File: src/rtl/canf_pkg.sv
// Shared types and constants for the CAN serial adapter transmit framer.
// Depends on nothing; every other file of the framer imports it.
`timescale 1ns / 1ps
`default_nettype none

package canf_pkg;

    // Largest number of payload bytes in one data frame.
    localparam int unsigned MAX_PAYLOAD = 8;

    // Input action codes.
    localparam logic ACT_DATA     = 1'b0;
    localparam logic ACT_SETTINGS = 1'b1;

    // Configuration register indexes.
    localparam logic [2:0] CFG_START_FLAG = 3'd0;
    localparam logic [2:0] CFG_END_FLAG   = 3'd1;
    localparam logic [2:0] CFG_SPEED_CODE = 3'd2;
    localparam logic [2:0] CFG_MODE_CODE  = 3'd3;
    localparam logic [2:0] CFG_EXT_MODE   = 3'd4;

    // Reset values of the configuration registers.
    localparam logic [7:0] RST_START_FLAG = 8'hAA;
    localparam logic [7:0] RST_END_FLAG   = 8'h55;

    // Frame bytes.
    localparam logic [7:0] TYPE_STD     = 8'hC0;
    localparam logic [7:0] TYPE_EXT     = 8'hE0;
    localparam logic [7:0] SET_CMD_HI   = 8'h55;
    localparam logic [7:0] SET_CMD_LO   = 8'h12;
    localparam logic [7:0] SET_ONE      = 8'h01;
    // Constant part of the settings checksum: 0x12, the base of the
    // frame-type code and the 0x01 byte.
    localparam logic [7:0] SET_SUM_BASE = 8'h14;

    // Position of the last byte of a settings frame.
    localparam logic [4:0] SET_LAST_POS = 5'd19;

    // Configuration as seen by the framer stages.
    typedef struct packed {
        logic [7:0] start_flag;
        logic [7:0] end_flag;
        logic [7:0] speed_code;
        logic [7:0] mode_code;
        logic       ext_mode;
    } t_cfg;

    // One classified frame, as queued between front and back end.
    typedef struct packed {
        logic        is_settings;
        logic        ext;
        logic [3:0]  len;
        logic [4:0]  last_pos;
        logic [31:0] can_id;
        logic [63:0] payload;
    } t_frame_desc;

endpackage

`default_nettype wire

File: src/rtl/canf_queue.sv
// Small first-in first-out queue of frame descriptors between front and back end.
// Depends on canf_pkg for the descriptor type.
`timescale 1ns / 1ps
`default_nettype none

module canf_queue #(
    parameter int unsigned DEPTH = 2
) (
    input  wire                      i_clk,
    input  wire                      i_rst_n,
    input  wire                      i_push,
    input  canf_pkg::t_frame_desc    i_wdata,
    output logic                     o_full,
    input  wire                      i_pop,
    output canf_pkg::t_frame_desc    o_rdata,
    output logic                     o_empty
);
    import canf_pkg::*;

    localparam int unsigned PTR_W = (DEPTH > 1) ? $clog2(DEPTH) : 1;
    localparam int unsigned CNT_W = $clog2(DEPTH + 1);
    localparam logic [PTR_W-1:0] PTR_LAST = PTR_W'(DEPTH - 1);
    localparam logic [CNT_W-1:0] CNT_FULL = CNT_W'(DEPTH);

    t_frame_desc      r_mem [DEPTH];
    logic [PTR_W-1:0] r_wr_ptr;
    logic [PTR_W-1:0] r_rd_ptr;
    logic [CNT_W-1:0] r_count;
    logic             w_do_push;
    logic             w_do_pop;

    assign o_full    = (r_count == CNT_FULL);
    assign o_empty   = (r_count == '0);
    assign w_do_push = i_push && !o_full;
    assign w_do_pop  = i_pop && !o_empty;
    assign o_rdata   = r_mem[r_rd_ptr];

    // Storage write.
    always_ff @(posedge i_clk) begin
        if (w_do_push) begin
            r_mem[r_wr_ptr] <= i_wdata;
        end
    end

    // Pointers and fill count.
    always_ff @(posedge i_clk) begin
        if (!i_rst_n) begin
            r_wr_ptr <= '0;
            r_rd_ptr <= '0;
            r_count  <= '0;
        end else begin
            if (w_do_push) begin
                r_wr_ptr <= (r_wr_ptr == PTR_LAST) ? '0 : r_wr_ptr + 1'b1;
            end
            if (w_do_pop) begin
                r_rd_ptr <= (r_rd_ptr == PTR_LAST) ? '0 : r_rd_ptr + 1'b1;
            end
            if (w_do_push && !w_do_pop) begin
                r_count <= r_count + 1'b1;
            end else if (w_do_pop && !w_do_push) begin
                r_count <= r_count - 1'b1;
            end
        end
    end

endmodule

`default_nettype wire

File: src/rtl/canf_front.sv
// Front end of the framer: accepts input items and classifies them into frame descriptors.
// Depends on canf_pkg for the descriptor type and codes.
`timescale 1ns / 1ps
`default_nettype none

module canf_front (
    input  wire                      i_clk,
    input  wire                      i_rst_n,
    input  wire                      i_push,
    output logic                     o_full,
    input  wire                      i_action,
    input  wire  [31:0]              i_can_id,
    input  wire  [3:0]               i_dlc,
    input  wire  [63:0]              i_payload,
    input  wire                      i_ext_mode,
    output logic                     o_valid,
    output canf_pkg::t_frame_desc    o_desc,
    input  wire                      i_q_full
);
    import canf_pkg::*;

    localparam logic [3:0] LEN_MAX = 4'(MAX_PAYLOAD);

    logic        r_valid;
    t_frame_desc r_desc;
    t_frame_desc n_desc;
    logic        w_accept;
    logic [3:0]  w_len;

    // The holding register frees up whenever the queue can take its item.
    assign o_full   = r_valid && i_q_full;
    assign w_accept = i_push && !o_full;
    assign o_valid  = r_valid;
    assign o_desc   = r_desc;

    // Classify the item: saturate the length and find the last byte position.
    always_comb begin
        w_len              = (i_dlc > LEN_MAX) ? LEN_MAX : i_dlc;
        n_desc.is_settings = (i_action == ACT_SETTINGS);
        n_desc.ext         = i_ext_mode;
        n_desc.len         = w_len;
        n_desc.can_id      = i_can_id;
        n_desc.payload     = i_payload;
        if (i_action == ACT_SETTINGS) begin
            n_desc.last_pos = SET_LAST_POS;
        end else begin
            // Start, type, identifier bytes, payload, end flag.
            n_desc.last_pos = 5'd2 + (i_ext_mode ? 5'd4 : 5'd2) + {1'b0, w_len};
        end
    end

    // Holding register in front of the queue.
    always_ff @(posedge i_clk) begin
        if (!i_rst_n) begin
            r_valid <= 1'b0;
        end else if (w_accept) begin
            r_valid <= 1'b1;
        end else if (!i_q_full) begin
            r_valid <= 1'b0;
        end
    end

    always_ff @(posedge i_clk) begin
        if (w_accept) begin
            r_desc <= n_desc;
        end
    end

endmodule

`default_nettype wire

File: src/rtl/canf_back.sv
// Back end of the framer: walks each queued frame and emits one byte per cycle while i_pop is high.
// Depends on canf_pkg for the descriptor and configuration types.
`timescale 1ns / 1ps
`default_nettype none

module canf_back (
    input  wire                      i_clk,
    input  wire                      i_rst_n,
    input  wire                      i_q_empty,
    input  canf_pkg::t_frame_desc    i_desc,
    output logic                     o_q_pop,
    input  canf_pkg::t_cfg           i_cfg,
    output logic                     o_empty,
    input  wire                      i_pop,
    output logic [7:0]               o_out_byte,
    output logic                     o_last
);
    import canf_pkg::*;

    // Byte positions inside a settings frame.
    localparam logic [4:0] POS_START = 5'd0;
    localparam logic [4:0] POS_CMD_H = 5'd1;
    localparam logic [4:0] POS_CMD_L = 5'd2;
    localparam logic [4:0] POS_SPEED = 5'd3;
    localparam logic [4:0] POS_FTYPE = 5'd4;
    localparam logic [4:0] POS_MODE  = 5'd13;
    localparam logic [4:0] POS_ONE   = 5'd14;

    logic [4:0] r_pos;
    logic       r_out_valid;
    logic [7:0] r_out_byte;
    logic       r_out_last;
    logic       w_advance;
    logic       w_at_last;
    logic [4:0] w_id_end;
    logic [4:0] w_id_off;
    logic [4:0] w_pl_off;
    logic [7:0] w_sum;
    logic [7:0] w_set_byte;
    logic [7:0] w_data_byte;
    logic [7:0] n_out_byte;

    assign w_advance  = !i_q_empty && (!r_out_valid || i_pop);
    assign w_at_last  = (r_pos == i_desc.last_pos);
    assign o_q_pop    = w_advance && w_at_last;
    assign o_empty    = !r_out_valid;
    assign o_out_byte = r_out_byte;
    assign o_last     = r_out_last;

    // Settings frame byte at the current position.
    always_comb begin
        w_sum = SET_SUM_BASE + i_cfg.speed_code + i_cfg.mode_code + {7'b0, i_desc.ext};
        unique case (r_pos)
            POS_START:    w_set_byte = i_cfg.start_flag;
            POS_CMD_H:    w_set_byte = SET_CMD_HI;
            POS_CMD_L:    w_set_byte = SET_CMD_LO;
            POS_SPEED:    w_set_byte = i_cfg.speed_code;
            POS_FTYPE:    w_set_byte = SET_ONE + {7'b0, i_desc.ext};
            POS_MODE:     w_set_byte = i_cfg.mode_code;
            POS_ONE:      w_set_byte = SET_ONE;
            SET_LAST_POS: w_set_byte = w_sum;
            default:      w_set_byte = 8'h00;
        endcase
    end

    // Data frame byte at the current position.
    always_comb begin
        w_id_end = i_desc.ext ? 5'd6 : 5'd4;
        w_id_off = r_pos - 5'd2;
        w_pl_off = r_pos - w_id_end;
        priority if (r_pos == POS_START) begin
            w_data_byte = i_cfg.start_flag;
        end else if (r_pos == POS_CMD_H) begin
            w_data_byte = (i_desc.ext ? TYPE_EXT : TYPE_STD) | {4'b0, i_desc.len};
        end else if (r_pos < w_id_end) begin
            w_data_byte = i_desc.can_id[8 * w_id_off[1:0] +: 8];
        end else if (w_at_last) begin
            w_data_byte = i_cfg.end_flag;
        end else begin
            w_data_byte = i_desc.payload[8 * w_pl_off[2:0] +: 8];
        end
    end

    assign n_out_byte = i_desc.is_settings ? w_set_byte : w_data_byte;

    // Byte position within the current frame.
    always_ff @(posedge i_clk) begin
        if (!i_rst_n) begin
            r_pos <= '0;
        end else if (w_advance) begin
            r_pos <= w_at_last ? 5'd0 : r_pos + 5'd1;
        end
    end

    // Output register; it loads whenever a frame is queued and the register is free or being taken.
    always_ff @(posedge i_clk) begin
        if (!i_rst_n) begin
            r_out_valid <= 1'b0;
        end else if (w_advance) begin
            r_out_valid <= 1'b1;
        end else if (i_pop) begin
            r_out_valid <= 1'b0;
        end
    end

    always_ff @(posedge i_clk) begin
        if (w_advance) begin
            r_out_byte <= n_out_byte;
            r_out_last <= w_at_last;
        end
    end

endmodule

`default_nettype wire

File: src/rtl/can_serial_adapter_tx_framer.sv
// Top level of the CAN serial adapter transmit framer: configuration registers and stages.
// Depends on canf_pkg, canf_front, canf_queue and canf_back.
`timescale 1ns / 1ps
`default_nettype none

// Each accepted item becomes one serial frame that leaves one byte per cycle on
// o_out_byte while pop is high, o_last marking its final byte. A data frame has
// 5 to 15 bytes (3 + 2 or 4 identifier bytes + up to 8 payload bytes), a settings
// frame 20 bytes; the back end's byte sequencer sets that rate. The front end takes
// an item while the last is in its holding register if the queue has room, so
// up to QUEUE_DEPTH frames can wait behind the one being sent. Configuration is
// read live by the stages and should only be written while no frame is pending.
module can_serial_adapter_tx_framer #(
    parameter int unsigned QUEUE_DEPTH = 2
) (
    input  wire         i_clk,
    input  wire         i_rst_n,
    // Input items.
    input  wire         push,
    output logic        full,
    input  wire         i_action,
    input  wire  [31:0] i_can_id,
    input  wire  [3:0]  i_dlc,
    input  wire  [63:0] i_payload,
    // Result items.
    output logic        empty,
    input  wire         pop,
    output logic [7:0]  o_out_byte,
    output logic        o_last,
    // Configuration writes.
    input  wire         i_cfg_we,
    input  wire  [2:0]  i_cfg_idx,
    input  wire  [7:0]  i_cfg_data
);
    import canf_pkg::*;

    t_cfg        r_cfg;
    logic        f_valid;
    t_frame_desc f_desc;
    logic        q_full;
    logic        q_empty;
    logic        q_pop;
    t_frame_desc q_desc;

    // Configuration registers.
    always_ff @(posedge i_clk) begin
        if (!i_rst_n) begin
            r_cfg.start_flag <= RST_START_FLAG;
            r_cfg.end_flag   <= RST_END_FLAG;
            r_cfg.speed_code <= 8'h00;
            r_cfg.mode_code  <= 8'h00;
            r_cfg.ext_mode   <= 1'b0;
        end else if (i_cfg_we) begin
            unique case (i_cfg_idx)
                CFG_START_FLAG: r_cfg.start_flag <= i_cfg_data;
                CFG_END_FLAG:   r_cfg.end_flag   <= i_cfg_data;
                CFG_SPEED_CODE: r_cfg.speed_code <= i_cfg_data;
                CFG_MODE_CODE:  r_cfg.mode_code  <= i_cfg_data;
                CFG_EXT_MODE:   r_cfg.ext_mode   <= i_cfg_data[0];
                default: ;
            endcase
        end
    end

    // Front end: accept and classify.
    canf_front u_front (
        .i_clk      (i_clk),
        .i_rst_n    (i_rst_n),
        .i_push     (push),
        .o_full     (full),
        .i_action   (i_action),
        .i_can_id   (i_can_id),
        .i_dlc      (i_dlc),
        .i_payload  (i_payload),
        .i_ext_mode (r_cfg.ext_mode),
        .o_valid    (f_valid),
        .o_desc     (f_desc),
        .i_q_full   (q_full)
    );

    // Descriptor queue between the two ends.
    canf_queue #(
        .DEPTH (QUEUE_DEPTH)
    ) u_queue (
        .i_clk   (i_clk),
        .i_rst_n (i_rst_n),
        .i_push  (f_valid),
        .i_wdata (f_desc),
        .o_full  (q_full),
        .i_pop   (q_pop),
        .o_rdata (q_desc),
        .o_empty (q_empty)
    );

    // Back end: byte sequencer and output register.
    canf_back u_back (
        .i_clk      (i_clk),
        .i_rst_n    (i_rst_n),
        .i_q_empty  (q_empty),
        .i_desc     (q_desc),
        .o_q_pop    (q_pop),
        .i_cfg      (r_cfg),
        .o_empty    (empty),
        .i_pop      (pop),
        .o_out_byte (o_out_byte),
        .o_last     (o_last)
    );

    // The queue is never full and empty at once.
    a_queue_state: assert property (@(posedge i_clk) disable iff (!i_rst_n)
        !(q_full && q_empty))
        else $error("descriptor queue reports full and empty together");

    // The back end only retires a frame that is present.
    a_pop_nonempty: assert property (@(posedge i_clk) disable iff (!i_rst_n)
        q_pop |-> !q_empty)
        else $error("back end retired a frame from an empty queue");

    // Retiring a frame always loads its final byte into the output register.
    a_retire_last: assert property (@(posedge i_clk) disable iff (!i_rst_n)
        q_pop |=> (!empty && o_last))
        else $error("frame retired without its last byte on the output");

endmodule

`default_nettype wire

File: config.mk
export PLATFORM = sky130hd
export DESIGN_NAME = can_serial_adapter_tx_framer
export DESIGN_NICKNAME = d
export VERILOG_FILES = /design/src/rtl/canf_pkg.sv /design/src/rtl/canf_queue.sv /design/src/rtl/canf_front.sv /design/src/rtl/canf_back.sv /design/src/rtl/can_serial_adapter_tx_framer.sv
export SDC_FILE = /design/constraint.sdc
export NUM_CORES = 1
export LEC_CHECK = 0
export BUFFER_PORTS_ARGS = -buffer_cell sky130_fd_sc_hd__buf_2
export CAP_MARGIN = 10
export CORE_MARGIN = 2
export CORE_UTILIZATION = 25
export CTS_BUF_LIST = sky130_fd_sc_hd__clkbuf_8
export DETAILED_ROUTE_END_ITERATION = 7
export HOLD_SLACK_MARGIN = 0.02
export PLACE_DENSITY = 0.5
export SLEW_MARGIN = 0
export SYNTH_ARGS = -nofsm -noshare
export SYNTH_HDL_FRONTEND = slang
export SYNTH_SLANG_ARGS = --single-unit
File: constraint.sdc
create_clock -name i_clk -period 6.2 [get_ports i_clk]
set_input_delay 0.31 -clock i_clk [delete_from_list [all_inputs] [get_ports i_clk]]
set_output_delay 0.31 -clock i_clk [all_outputs]
set_load 0.02 [all_outputs]
==> flow_summary.json <==
{
  "synth_top_area_frac": 0.676,
  "reg2regPathDepth": 9,
  "wl_met1_um": 15900,
  "slowest_stage": "dfxtp_1",
  "whs_endpoint": "u_front.o_desc[101]",
  "dpl.cell_count": 1727,
  "synth-edff-count": 330,
  "design_area_mm2": 0.0185,
  "first_pass_iters": 5,
  "relSlewSlack": 0.273,
  "endpoint_kind": "register",
  "grt_pass1_vias": 8808,
  "p_int_mw": 4.27,
  "switching_power_mw": 1.40,
  "worst_pin_slew_ns": 1.09,
  "p_leak_nw": 6.52,
  "slew_viol_final": 0,
  "ant_nets": 0,
  "synth_area_leaders": "edfxtp_1 68%, mux4_2 7.4%, dfxtp_1 6.1%, nand2_1 2.5%, ha_1 1.9%",
  "ys_seq_area_frac": 0.737,
  "drt_iter0_drc": 544,
  "postPlaceCellArea_mm2": 0.0162,
  "drt_wl_total_um": 35000,
  "dieArea_mm2": 0.0606,
  "rrSetupSlack_ns": 2.42,
  "crit_buf_inv": 2,
  "syn_inst": 864,
  "insertion_delay_ns": 0.64,
  "rows": 88,
  "crit_fanout": 26,
  "p_clk_frac": 0.380,
  "fin_util": 0.320,
  "rsz0062_at_grt": "no",
  "status": "complete, no violations",
  "timing_hold_violations_final": 0,
  "cp_top_family": "compound AO/OA/AOI/OAI gates",
  "path_cells": "clkinv_1 > ha_1 > buf_4 > mux4_2 > a22o_1 > a221oi_1 > a21oi_1 > a211oi_1 > o21ai_0",
  "share_comb_of_total_power": 0.094,
  "avgSynthCellArea_um2": 17.0,
  "ir_worst_vdd_mv": 0.134,
  "max-cap-violations": 0,
  "r2r_start": "u_back.r_pos[1]",
  "synth_top_area_cell": "edfxtp_1",
  "antenna_found_initial": 0,
  "setup_viol": 0,
  "ys_ff_latch": 375,
  "crit_required_ns": 6.53,
  "crit_arrival_ns": 4.11,
  "whs_path_depth": 2,
  "cts_resized": 0,
  "ys.flop_type": "edfxtp_1",
  "synth-async-reset-ratio": 0,
  "vias": 8394,
  "grt_max_degree": 78,
  "layout.nets": 1284,
  "cts.path.max_buffers": 3,
  "post-cts-setup-buffers": 0,
  "cts_tree": "built",
  "clkTransAtPathRegs_ns": 0.06,
  "routed.top_layer": "met4",
  "drive_gt1_frac": 0.239,
  "initial_core_util": 0.254,
  "yosysMostFrequentCell": "edfxtp_1",
  "globalplace.congestion": 0.828,
  "grt.overflow.total": 0,
  "whs_ns": 0.0975,
  "fillers": 5730,
  "ctsHoldBuffers": 111,
  "period_needed_ns": 3.78,
  "syn_nets": 1006,
  "vias_per_cell": 4.29,
  "synth_cell_types": 57,
  "worstSetupPathType": "reg2reg",
  "wl_met2_um": 16200,
  "cp_slowest_stage_delay_ns": 0.65,
  "ios": 128,
  "ys_warn_count": 0,
  "syn_to_final_growth_pct": 26.3,
  "p_sw_frac": 0.246,
  "hp-start": "i_dlc[0]",
  "gr-usage-all-layers": 0.117,
  "crit_path_start_kind": "register",
  "synth_common_cells": "330 x edfxtp_1, 99 x nand2_1, 48 x mux4_2",
  "netlist_area_mm2": 0.0147,
  "die_w_um": 246,
  "tns_ns": 0,
  "dp_hpwl_um": 22900,
  "cp.depth": 9,
  "htree_levels": 3,
  "drc": 0,
  "numCtsBuffers": 67,
  "fin_cells": 1956,
  "skew_ns": 0.0346,
  "max_freq_mhz": 264,
  "numClockSinks": 375,
  "wl_met3_um": 1990,
  "seqPwrFrac": 0.525,
  "period_share": 0.610,
  "cts-root-buf": "clkbuf_8",
  "coreArea_mm2": 0.0578,
  "wl_per_cell_um": 17.9,
  "r2r_end": "u_back.o_out_byte[5]",
  "die_h_um": 246,
  "numPortBuffers": 127,
  "hold_path_class": "in2reg",
  "power_density_mw_per_mm2": 306,
  "grt_pass1_wl_um": 53100
}
[how the worst max path moves through the flow]
| stage | startpoint | to | slack (ns) |
|---|---|---|---|
| after floorplan | u_queue.r_count[0] | u_front.o_desc[0] | 0.23 |
| after global placement | u_back.r_pos[1] | u_back.o_out_byte[5] | 2.36 |
| after detailed placement | u_back.r_pos[1] | u_back.o_out_byte[5] | 2.37 |
| after CTS | u_back.r_pos[1] | u_back.o_out_byte[5] | 2.33 |
| after global routing | u_back.r_pos[1] | u_back.o_out_byte[5] | 2.20 |
| final | u_back.r_pos[1] | u_back.o_out_byte[5] | 2.42 |
[sequential cells by signal (all words and copies together), names as in the netlist, named ones only]
signal,cells
r_cfg,33
u_back.o_last,1
u_back.o_out_byte,8
u_back.r_out_valid,1
u_back.r_pos,5
u_front.o_desc,107
u_front.o_valid,1
u_queue.r_count,2
u_queue.r_mem,214
u_queue.r_rd_ptr,1
u_queue.r_wr_ptr,1
[cell families after synthesis]
group           Yosys count  share of synthesized area
mux                      67                     0.0869
compound gates          142                     0.0702
fa+ha+maj                25                     0.0229
flops                   375                      0.737
simple gates            181                     0.0562
xor+xnor                 13                    0.00777
buf+inv                  61                     0.0187
[area by class of cell]
type | instances | area [um2] | area share
Timing Repair Buffer | 249 | 1830 | 0.0988
Multi-Input combinational cell | 428 | 3590 | 0.194
Tap cell | 765 | 957 | 0.0517
Inverter | 21 | 78.8 | 0.00426
Clock inverter | 48 | 283 | 0.0153
Antenna cell | 1 | 2.50 | 0.000135
Clock buffer | 69 | 950 | 0.0513
Sequential cell | 375 | 10800 | 0.584
[cell usage in the layout (no fill, tap or decap), types with 4 or more instances in the layout]
master | netlist | layout
a211oi_1 | 9 | 9
mux2i_1 | 17 | 17
a21o_1 | 8 | 8
and3_1 | 6 | 5
nor3_1 | 4 | 4
a21boi_0 | 27 | 27
o211ai_1 | 4 | 4
o21a_1 | 4 | 4
a22oi_1 | 20 | 20
nor2_1 | 17 | 16
a31o_2 | 5 | 5
and2_1 | 10 | 10
ha_1 | 22 | 22
edfxtp_1 | 330 | 330
or3_1 | 5 | 5
dlygate4sd3_1 | 0 | 111
mux4_2 | 48 | 48
buf_2 | 6 | 127
nand3_1 | 17 | 17
clkinv_2 | 0 | 7
xor2_1 | 4 | 4
clkbuf_8 | 0 | 69
clkinv_1 | 1 | 14
dfxtp_1 | 45 | 44
o21ai_0 | 18 | 18
a2bb2oi_1 | 5 | 5
nand2b_1 | 4 | 4
inv_1 | 20 | 40
xnor2_1 | 9 | 9
buf_4 | 4 | 11
nor2b_1 | 10 | 9
nand2_1 | 99 | 99
a21oi_1 | 14 | 14
[stage by stage]
stage / power, mW / setup slack [ns]
finish: 5.67 / 2.42
global route: 5.94 / 2.20
CTS: 5.78 / 2.33
detailed placement: 3.52 / 2.37
global placement: 3.52 / 2.36
floorplan: 3.32 / 0.231
[per-layer routing]
| layer | vias up | track usage |
|---|---|---|
| met3 | 58 | 0.0298 |
| li1 | 3937 | - |
| met1 | 4155 | 0.154 |
| met5 | - | 0 |
| met2 | 244 | 0.182 |
| met4 | 0 | 0.0512 |
[power groups by stage]
stage	combinational [mW]	clock (mW)	sequential (mW)
2_1_floorplan	0.303	0	3.01
3_3_place_gp	0.486	0	3.03
3_5_place_dp	0.489	0	3.04
4_1_cts	0.545	2.25	2.98
5_1_grt	0.584	2.36	2.99
6_report	0.536	2.15	2.98
Note: power is estimated with default switching activity, not from simulation.
